**src/hdl/rerr_pkg.sv**
```systemverilog
`timescale 1ns / 1ps
// ----------------------------------------------------------------------------
// rerr_pkg
// Shared types and constants for the relative error metric block.
// ----------------------------------------------------------------------------
package rerr_pkg;

  localparam int SMP_W  = 32;             // sample port width
  localparam int TOL_W  = 31;             // tolerance register width
  localparam int ERR_W  = 48;             // error, Q32.16
  localparam int SUM_W  = 64;             // running sum, Q48.16
  localparam int CNT_W  = 32;             // request count
  localparam int DIFF_W = SMP_W + 1;      // magnitude of a sample difference
  localparam int MAG_W  = SMP_W;          // magnitude of one sample
  localparam int EXT_W  = SMP_W + 2;      // signed working width
  localparam int DVD_W  = DIFF_W + ERR_W; // dividend window
  localparam int STEP_W = $clog2(ERR_W);

  localparam logic [ERR_W-1:0] ERR_MAX = {ERR_W{1'b1}};
  localparam logic [SUM_W-1:0] SUM_MAX = {SUM_W{1'b1}};
  localparam logic [CNT_W-1:0] CNT_MAX = {CNT_W{1'b1}};
  localparam logic [TOL_W-1:0] TOL_RESET = TOL_W'(65536);

  typedef enum logic [3:0] {
    ST_IDLE  = 4'b0001,
    ST_PREP  = 4'b0010,
    ST_DIV   = 4'b0100,
    ST_WRITE = 4'b1000
  } state_t;

  typedef struct packed {
    logic load;      // capture an input request
    logic prep;      // form magnitudes and pick the path
    logic step;      // one quotient bit
    logic out_load;  // update totals and fill the output register
  } cmd_t;

  typedef struct packed {
    logic skip;      // no division needed
  } stat_t;

endpackage

```
**src/hdl/rerr_ctrl.sv**
```systemverilog
`timescale 1ns / 1ps
// ----------------------------------------------------------------------------
// rerr_ctrl
// Sequencer: accepts a request, runs the divider for the quotient bits and
// hands the result to the output register.
// ----------------------------------------------------------------------------
module rerr_ctrl
  import rerr_pkg::*;
(
  input  logic  clk,
  input  logic  rst_n,
  input  logic  in_valid,
  output logic  in_stall,
  output logic  out_valid,
  input  logic  out_stall,
  input  stat_t stat,
  output cmd_t  cmd
);

  state_t              state_r, state_nxt;
  logic [STEP_W-1:0]   step_r, step_nxt;
  logic                out_valid_r, out_valid_nxt;
  logic                out_free;

  assign out_free  = !out_valid_r || !out_stall;
  assign in_stall  = (state_r != ST_IDLE) || !rst_n;
  assign out_valid = out_valid_r;

  always_comb begin
    state_nxt    = state_r;
    step_nxt     = step_r;
    cmd          = '0;
    case (state_r)
      ST_IDLE: begin
        if (in_valid && rst_n) begin
          cmd.load  = 1'b1;
          state_nxt = ST_PREP;
        end
      end
      ST_PREP: begin
        cmd.prep  = 1'b1;
        step_nxt  = '0;
        state_nxt = stat.skip ? ST_WRITE : ST_DIV;
      end
      ST_DIV: begin
        cmd.step = 1'b1;
        step_nxt = step_r + 1'b1;
        if (step_r == STEP_W'(ERR_W - 1)) begin
          state_nxt = ST_WRITE;
        end
      end
      ST_WRITE: begin
        if (out_free) begin
          cmd.out_load = 1'b1;
          state_nxt    = ST_IDLE;
        end
      end
      default: begin
        state_nxt = ST_IDLE;
      end
    endcase
  end

  always_comb begin
    out_valid_nxt = out_valid_r;
    if (out_valid_r && !out_stall) begin
      out_valid_nxt = 1'b0;
    end
    if (cmd.out_load) begin
      out_valid_nxt = 1'b1;
    end
  end

  always_ff @(posedge clk) begin
    if (!rst_n) begin
      state_r     <= ST_IDLE;
      step_r      <= '0;
      out_valid_r <= 1'b0;
    end else begin
      state_r     <= state_nxt;
      step_r      <= step_nxt;
      out_valid_r <= out_valid_nxt;
    end
  end

endmodule

```
**src/hdl/rerr_dpath.sv**
```systemverilog
`timescale 1ns / 1ps
// ----------------------------------------------------------------------------
// rerr_dpath
// Datapath: sample magnitudes, restoring divider, running totals, tolerance
// register and output register.
// ----------------------------------------------------------------------------
module rerr_dpath
  import rerr_pkg::*;
#(
  parameter int FRAC_BITS    = 16,
  parameter int SAMPLE_WIDTH = 32
) (
  input  logic              clk,
  input  logic              rst_n,
  input  cmd_t              cmd,
  output stat_t             stat,
  input  logic              cfg_we,
  input  logic [TOL_W-1:0]  cfg_tolerance,
  input  logic [SMP_W-1:0]  in_original_sample,
  input  logic [SMP_W-1:0]  in_approx_sample,
  input  logic              in_last_item,
  output logic [ERR_W-1:0]  out_rel_error,
  output logic [ERR_W-1:0]  out_max_error,
  output logic [SUM_W-1:0]  out_sum_error,
  output logic [CNT_W-1:0]  out_item_count,
  output logic              out_set_done
);

  logic [TOL_W-1:0]          tol_r;
  logic signed [EXT_W-1:0]   diff_r;
  logic [MAG_W-1:0]          omag_r;
  logic                      last_r;
  logic [MAG_W-1:0]          rem_r;
  logic [ERR_W-1:0]          low_r;
  logic [ERR_W-1:0]          max_r;
  logic [SUM_W-1:0]          sum_r;
  logic [CNT_W-1:0]          cnt_r;

  logic signed [SAMPLE_WIDTH-1:0] o_n, a_n;
  logic signed [EXT_W-1:0]   o_x, a_x, o_neg;
  logic signed [EXT_W-1:0]   d_neg;
  logic [DIFF_W-1:0]         dmag;
  logic [DVD_W-1:0]          dvd;
  logic                      is_abs, ovf;
  logic [DIFF_W-1:0]         trial;
  logic [DIFF_W:0]           trial_sub;
  logic                      ge;
  logic [ERR_W-1:0]          max_nxt;
  logic [SUM_W:0]            sum_add;
  logic [SUM_W-1:0]          sum_nxt;
  logic [CNT_W-1:0]          cnt_nxt;

  // request capture
  assign o_n   = in_original_sample[SAMPLE_WIDTH-1:0];
  assign a_n   = in_approx_sample[SAMPLE_WIDTH-1:0];
  assign o_x   = EXT_W'(o_n);
  assign a_x   = EXT_W'(a_n);
  assign o_neg = -o_x;

  // path selection
  assign d_neg  = -diff_r;
  assign dmag   = diff_r[EXT_W-1] ? d_neg[DIFF_W-1:0] : diff_r[DIFF_W-1:0];
  assign dvd    = DVD_W'(dmag) << FRAC_BITS;
  assign is_abs = {1'b0, omag_r} < {2'b00, tol_r};
  assign ovf    = dvd[DVD_W-1:ERR_W] >= {1'b0, omag_r};
  assign stat.skip = is_abs || ovf;

  // one quotient bit
  assign trial     = {rem_r, low_r[ERR_W-1]};
  assign trial_sub = {1'b0, trial} - {2'b00, omag_r};
  assign ge        = !trial_sub[DIFF_W];

  // totals
  assign max_nxt = (low_r > max_r) ? low_r : max_r;
  assign sum_add = {1'b0, sum_r} + (SUM_W + 1)'(low_r);
  assign sum_nxt = sum_add[SUM_W] ? SUM_MAX : sum_add[SUM_W-1:0];
  assign cnt_nxt = (cnt_r == CNT_MAX) ? cnt_r : cnt_r + 1'b1;

  always_ff @(posedge clk) begin
    if (!rst_n) begin
      tol_r <= TOL_RESET;
      max_r <= '0;
      sum_r <= '0;
      cnt_r <= '0;
    end else begin
      if (cfg_we) begin
        tol_r <= cfg_tolerance;
      end
      if (cmd.out_load) begin
        max_r <= last_r ? '0 : max_nxt;
        sum_r <= last_r ? '0 : sum_nxt;
        cnt_r <= last_r ? '0 : cnt_nxt;
      end
    end
  end

  always_ff @(posedge clk) begin
    if (cmd.load) begin
      diff_r <= o_x - a_x;
      omag_r <= o_x[EXT_W-1] ? o_neg[MAG_W-1:0] : o_x[MAG_W-1:0];
      last_r <= in_last_item;
    end
    if (cmd.prep) begin
      rem_r <= dvd[DVD_W-2:ERR_W];
      if (is_abs) begin
        low_r <= ERR_W'(dmag);
      end else if (ovf) begin
        low_r <= ERR_MAX;
      end else begin
        low_r <= dvd[ERR_W-1:0];
      end
    end
    if (cmd.step) begin
      rem_r <= ge ? trial_sub[MAG_W-1:0] : trial[MAG_W-1:0];
      low_r <= {low_r[ERR_W-2:0], ge};
    end
    if (cmd.out_load) begin
      out_rel_error  <= low_r;
      out_max_error  <= max_nxt;
      out_sum_error  <= sum_nxt;
      out_item_count <= cnt_nxt;
      out_set_done   <= last_r;
    end
  end

endmodule

```
**src/hdl/relative_error_metric.sv**
```systemverilog
`timescale 1ns / 1ps
// ----------------------------------------------------------------------------
// relative_error_metric
// Per-pair relative error with running maximum, sum and count per data set.
//
//   channel  handshake            payload
//   in       in_valid / in_stall   in_original_sample, in_approx_sample,
//                                  in_last_item
//   out      out_valid / out_stall out_rel_error, out_max_error,
//                                  out_sum_error, out_item_count, out_set_done
//   cfg      cfg_valid / cfg_ready cfg_tolerance
//
// A divided request goes through capture, path select, 48 quotient bits of the
// one-bit-per-cycle restoring divider and write-out; the absolute or saturated
// path skips the divider.
// The output register holds one result, so a new request is taken while the
// previous result waits; a stalled result holds back only the write-out.
// Synchronous active-low reset clears totals and sets tolerance to 1.0.
// ----------------------------------------------------------------------------
module relative_error_metric
  import rerr_pkg::*;
#(
  parameter int FRAC_BITS    = 16,
  parameter int SAMPLE_WIDTH = 32
) (
  input  logic              clk,
  input  logic              rst_n,
  input  logic              in_valid,
  output logic              in_stall,
  input  logic [SMP_W-1:0]  in_original_sample,
  input  logic [SMP_W-1:0]  in_approx_sample,
  input  logic              in_last_item,
  output logic              out_valid,
  input  logic              out_stall,
  output logic [ERR_W-1:0]  out_rel_error,
  output logic [ERR_W-1:0]  out_max_error,
  output logic [SUM_W-1:0]  out_sum_error,
  output logic [CNT_W-1:0]  out_item_count,
  output logic              out_set_done,
  input  logic              cfg_valid,
  output logic              cfg_ready,
  input  logic [TOL_W-1:0]  cfg_tolerance
);

  cmd_t  cmd;
  stat_t stat;

  assign cfg_ready = rst_n;

  rerr_ctrl u_ctrl (
    .clk       (clk),
    .rst_n     (rst_n),
    .in_valid  (in_valid),
    .in_stall  (in_stall),
    .out_valid (out_valid),
    .out_stall (out_stall),
    .stat      (stat),
    .cmd       (cmd)
  );

  rerr_dpath #(
    .FRAC_BITS    (FRAC_BITS),
    .SAMPLE_WIDTH (SAMPLE_WIDTH)
  ) u_dpath (
    .clk                (clk),
    .rst_n              (rst_n),
    .cmd                (cmd),
    .stat               (stat),
    .cfg_we             (cfg_valid && cfg_ready),
    .cfg_tolerance      (cfg_tolerance),
    .in_original_sample (in_original_sample),
    .in_approx_sample   (in_approx_sample),
    .in_last_item       (in_last_item),
    .out_rel_error      (out_rel_error),
    .out_max_error      (out_max_error),
    .out_sum_error      (out_sum_error),
    .out_item_count     (out_item_count),
    .out_set_done       (out_set_done)
  );

endmodule

```
**config.mk**
```make
export PLATFORM = sky130hd
export DESIGN_NAME = relative_error_metric
export DESIGN_NICKNAME = d
export VERILOG_FILES = /design/src/hdl/rerr_pkg.sv /design/src/hdl/rerr_ctrl.sv /design/src/hdl/rerr_dpath.sv /design/src/hdl/relative_error_metric.sv
export SDC_FILE = /design/constraint.sdc
export NUM_CORES = 1
export LEC_CHECK = 0
export BUFFER_PORTS_ARGS = -buffer_cell sky130_fd_sc_hd__buf_2
export CAP_MARGIN = 40
export CORE_MARGIN = 1.5
export CORE_UTILIZATION = 30
export CTS_BUF_LIST = sky130_fd_sc_hd__clkbuf_2
export CTS_CLUSTER_DIAMETER = 100
export CTS_CLUSTER_SIZE = 25
export DETAILED_ROUTE_END_ITERATION = 6
export SYNTH_ARGS = -nofsm -noshare
export SYNTH_HDL_FRONTEND = slang
export SYNTH_HIERARCHICAL = 1
export SYNTH_SLANG_ARGS = --single-unit
```
**constraint.sdc**
```tcl
create_clock -name clk -period 4.7 [get_ports clk]
set_clock_uncertainty 0.15 [all_clocks]
set_input_delay 0.47 -clock clk [delete_from_list [all_inputs] [get_ports clk]]
set_output_delay 0.47 -clock clk [all_outputs]
set_load 0.05 [all_outputs]
```
==> impl_results.html <==
<table>
<tr><th>Metric</th><th>Value</th></tr>
<tr><th colspan="2">Placed design</th></tr>
<tr><td>HPWL after detailed placement</td><td>69,400 um</td></tr>
<tr><td>Number of buffers inserted by port buffering</td><td>296</td></tr>
<tr><td>DP Worst Slack</td><td>374 ps</td></tr>
<tr><td>RD Place Congestion</td><td>0.938</td></tr>
<tr><th colspan="2">STA</th></tr>
<tr><td>Setup repair after global routing missed its margin</td><td>no</td></tr>
<tr><td>Final worst path period need</td><td>4330 ps</td></tr>
<tr><td>Accumulated negative setup slack</td><td>0 ps</td></tr>
<tr><td>Final hold vios</td><td>0</td></tr>
<tr><td>Worst-Margin Slew</td><td>895 ps</td></tr>
<tr><td>Final number of max-transition violations</td><td>0</td></tr>
<tr><td>Final worst path period share</td><td>92.2%</td></tr>
<tr><td>Maximum clock frequency</td><td>231 MHz</td></tr>
<tr><td>Remaining max-slew budget at the tightest pin</td><td>40.3%</td></tr>
<tr><td># setup viols final</td><td>0</td></tr>
<tr><td>Worst Setup Slack, final</td><td>366 ps</td></tr>
<tr><th colspan="2">Finish</th></tr>
<tr><td>Number of nets in the finished design</td><td>3,889</td></tr>
<tr><td>Filler cell count in the final layout</td><td>9,856</td></tr>
<tr><td>Layout overhead on the synthesized area</td><td>22.5%</td></tr>
<tr><td>Most used cells in the layout excluding fill and tap cells</td><td>339 x edfxtp_1, 306 x dlygate4sd3_1, 295 x buf_2</td></tr>
<tr><td>Leading cell type in the layout, fill and taps excluded</td><td>edfxtp_1</td></tr>
<tr><td>Layout cell share with drive strength beyond 1</td><td>14.7%</td></tr>
<tr><th colspan="2">Synthesis</th></tr>
<tr><td>Synthesized cell area</td><td>30,000 um2</td></tr>
<tr><td>Synthesized area per cell</td><td>9.93 um2</td></tr>
<tr><td>Synth cell types</td><td>99</td></tr>
<tr><td>Post-synthesis sequential element count</td><td>525</td></tr>
<tr><td>Post-Syn Nets</td><td>3,320</td></tr>
<tr><td>Yosys warning count</td><td>6</td></tr>
<tr><td>Most common flop cell mapped by yosys</td><td>edfxtp_1</td></tr>
<tr><td>Cell count after synthesis</td><td>3,021</td></tr>
<tr><td>Count of flip-flops with a built-in enable after synthesis</td><td>339</td></tr>
<tr><td>Post-synthesis async set-or-reset flop share</td><td>0%</td></tr>
<tr><td>Sequential element share of the synthesized area</td><td>46.3%</td></tr>
<tr><th colspan="2">Critical path</th></tr>
<tr><td>CP Class</td><td>reg -&gt; reg</td></tr>
<tr><td>Maximum net fanout on the critical path</td><td>7</td></tr>
<tr><td>Crit path launch type</td><td>flip-flop</td></tr>
<tr><td>Setup crit end kind</td><td>flip-flop</td></tr>
<tr><td>Arrival time at the worst endpoint</td><td>5390 ps</td></tr>
<tr><td>Required time reported for the critical path endpoint</td><td>5750 ps</td></tr>
<tr><th colspan="2">GRT</th></tr>
<tr><td>Total routing usage reported by global routing</td><td>18.0%</td></tr>
<tr><td>Initial antenna violation count</td><td>5</td></tr>
<tr><td>Largest net degree at the start of global routing</td><td>128</td></tr>
<tr><td>Overflow after GRT</td><td>0</td></tr>
<tr><td>First-pass GRT wire length</td><td>144,000 um</td></tr>
<tr><td>Vias in the first global route</td><td>24,124</td></tr>
<tr><th colspan="2">Flow run</th></tr>
<tr><td>Number of max-cap violations</td><td>0</td></tr>
<tr><th colspan="2">Die</th></tr>
<tr><td>Area enclosed by the die boundary</td><td>102,000 um2</td></tr>
<tr><td>Ports</td><td>297</td></tr>
<tr><td>CORE AREA</td><td>98,700 um2</td></tr>
<tr><td>Row Count</td><td>115</td></tr>
<tr><td>Die Height</td><td>319 um</td></tr>
<tr><td>Chip Width</td><td>319 um</td></tr>
<tr><td>Initial Utilization</td><td>30.4%</td></tr>
<tr><th colspan="2">Clocking</th></tr>
<tr><td>Clock tree from TritonCTS</td><td>built</td></tr>
<tr><td>CTS Sinks</td><td>525</td></tr>
<tr><td>Bufs on Longest Clock Path</td><td>3</td></tr>
<tr><td>Root Buffer</td><td>clkbuf_2</td></tr>
<tr><td>CTS Buf Count</td><td>30</td></tr>
<tr><td>Register clock-pin slew on the reported worst setup and hold paths</td><td>440 ps</td></tr>
<tr><td>Post-cts repair resize count</td><td>0</td></tr>
<tr><td>Clock insertion delay at the later pin of the skew report</td><td>1340 ps</td></tr>
<tr><td>Number of H-tree levels</td><td>1</td></tr>
<tr><th colspan="2">Pwr</th></tr>
<tr><td>Leakage Power</td><td>0.0143 uW</td></tr>
<tr><td>PD cells</td><td>236 nW/um2</td></tr>
<tr><td>Worst vdd ir</td><td>0.155 mV</td></tr>
<tr><th colspan="2">Detailed routing</th></tr>
<tr><td>Avg WL per Cell</td><td>19.4 um</td></tr>
<tr><td>Residual antenna-violating net count after detailed routing</td><td>0</td></tr>
<tr><td>DRC violations left</td><td>0</td></tr>
<tr><td>WL final</td><td>95,100 um</td></tr>
<tr><td>Violation count after the first detailed-route iteration</td><td>2,029</td></tr>
<tr><td>Routed via count divided by cell count</td><td>5.15</td></tr>
<tr><td>Routed vias</td><td>25,244</td></tr>
<tr><td>First drt pass iteration count</td><td>5</td></tr>
<tr><th colspan="2">Hold path</th></tr>
<tr><td>Path class of the lowest-slack min-delay path</td><td>in -&gt; reg</td></tr>
<tr><th colspan="2">Outcome</th></tr>
<tr><td>Run status</td><td>finished, final reports clean</td></tr>
</table>
-- cell families after synthesis --
logic type / after synthesis / synth area share [%]
AOI/OAI and AO/OA: 781 / 17.5
adders and majority gates: 198 / 8.33
and+or+nand+nor: 874 / 14.0
buffers and inverters: 342 / 4.48
muxes: 103 / 3.62
xor gates and xnor gates: 198 / 5.78
DFF: 525 / 46.3
-- power breakdown --
| group | leakage (uW) | internal (uW) | switching [uW] |
|---|---|---|---|
| registers | 0.00453 | 5030 | 97.8 |
| clock network | 0.000278 | 439 | 1620 |
| logic | 0.00952 | 695 | 799 |
| total | 0.0143 | 6160 | 2510 |
-- path summary, 6_finish.rpt --
| path | startpoint | end | slack, ps | cells after the start |
|---|---|---|---|---|
| hold / removal | out_stall | u_dpath/out_rel_error[16] | 160 | 4 |
| setup reg to reg | u_dpath/diff_r[20] | u_dpath/low_r[1] | 370 | 13 |
| setup / recovery | u_dpath/diff_r[20] | u_dpath/low_r[1] | 370 | 13 |
| hold reg to reg | u_dpath/sum_r[45] | u_dpath/sum_r[45] | 340 | 2 |
-- critical path, cell delays in order, from the launching register on --
cell	delay (ps)
edfxtp_1	530
or4_4	590
nor4_2	190
nand2b_1	100
or3b_1	370
or2_1	250
or4_4	500
ha_1	280
o21ai_0	100
or4_1	470
nand2_1	150
buf_4	170
nor2_1	110
a211oi_1	280
-- through the flow --
stage | instance area [um2] | total power (uW) | utilization (%) | instances | hold WS (ps)
6_report | 36800 | 8670 | 37.2 | 4903 | 163
5_1_grt | 36800 | 9050 | 37.2 | 4902 | 93.0
4_1_cts | 36800 | 8750 | 37.2 | 4901 | 18.0
3_5_place_dp | 33200 | 6400 | 33.7 | 4538 | 315
3_3_place_gp | 33200 | 6390 | 33.6 | 4534 | 305
2_1_floorplan | 30000 | 5970 | - | 3021 | 290
-- sequential cells by signal, indices dropped and copies added, names as in the netlist --
register / count
u_dpath/out_set_done: 1
u_dpath/omag_r: 32
u_dpath/out_item_count: 32
u_dpath/diff_r: 33
u_dpath/low_r: 48
u_ctrl/step_r: 6
u_dpath/tol_r: 31
u_dpath/sum_r: 64
u_ctrl/state_r: 4
u_dpath/cnt_r: 32
u_dpath/out_sum_error: 64
u_ctrl/out_valid: 1
u_dpath/last_r: 1
u_dpath/max_r: 48
u_dpath/out_max_error: 48
u_dpath/out_rel_error: 48
u_dpath/rem_r: 32
-- layout make-up --
class                      count  area (um2)  share of cell area (%)
multi-input combinational   2154       14800                    40.3
sequential                   525       13900                    37.8
timing repair buffer         675        5210                    14.2
tap                         1287        1610                    4.38
inverter                     204         772                    2.10
clock inverter                15         224                   0.609
clock buffer                  41         205                   0.558
antenna                        2        5.00                  0.0136
-- metal layers --
metal  up-vias  GRT usage, %  share of wire [%]
met3       126          2.41                5.9
met4         4          5.09                2.8
met2       835          29.4                 46
met1     12065          24.7                 45
li1      12214             -                  -
met5         -             0              0.028
-- Yosys cell counts (12+ instances only) --
library cell,n,area (um2)
a21oi_1,166,831
ha_1,195,2440
mux2_2,43,484
buf_2,13,65.1
nand3_1,108,541
o21bai_1,16,120
a31oi_1,19,119
a21o_1,86,646
nor4_1,18,113
nor2b_1,22,138
a211oi_1,14,105
o31ai_1,23,173
clkbuf_1,105,394
nor2_1,202,758
nor3_1,79,395
o21ai_0,194,971
o22ai_1,13,81.3
o21a_1,23,173
and3_1,26,163
a22o_1,48,420
dfxtp_1,186,3720
inv_1,203,762
nand4_1,37,231
nand2b_1,21,131
o211ai_1,15,113
xor2_1,62,543
or2_2,13,81.3
a41oi_1,49,429
edfxtp_1,339,10200
nand2_1,272,1020
xnor2_1,136,1190
buf_1,12,45.0
mux2i_1,59,591
-- timing repair --
item,4_1_cts,5_1_grt
setup buffers,0,0
hold buffers,307,0
hold endpoints to repair,488,0
(Power assumes the default switching activity.)
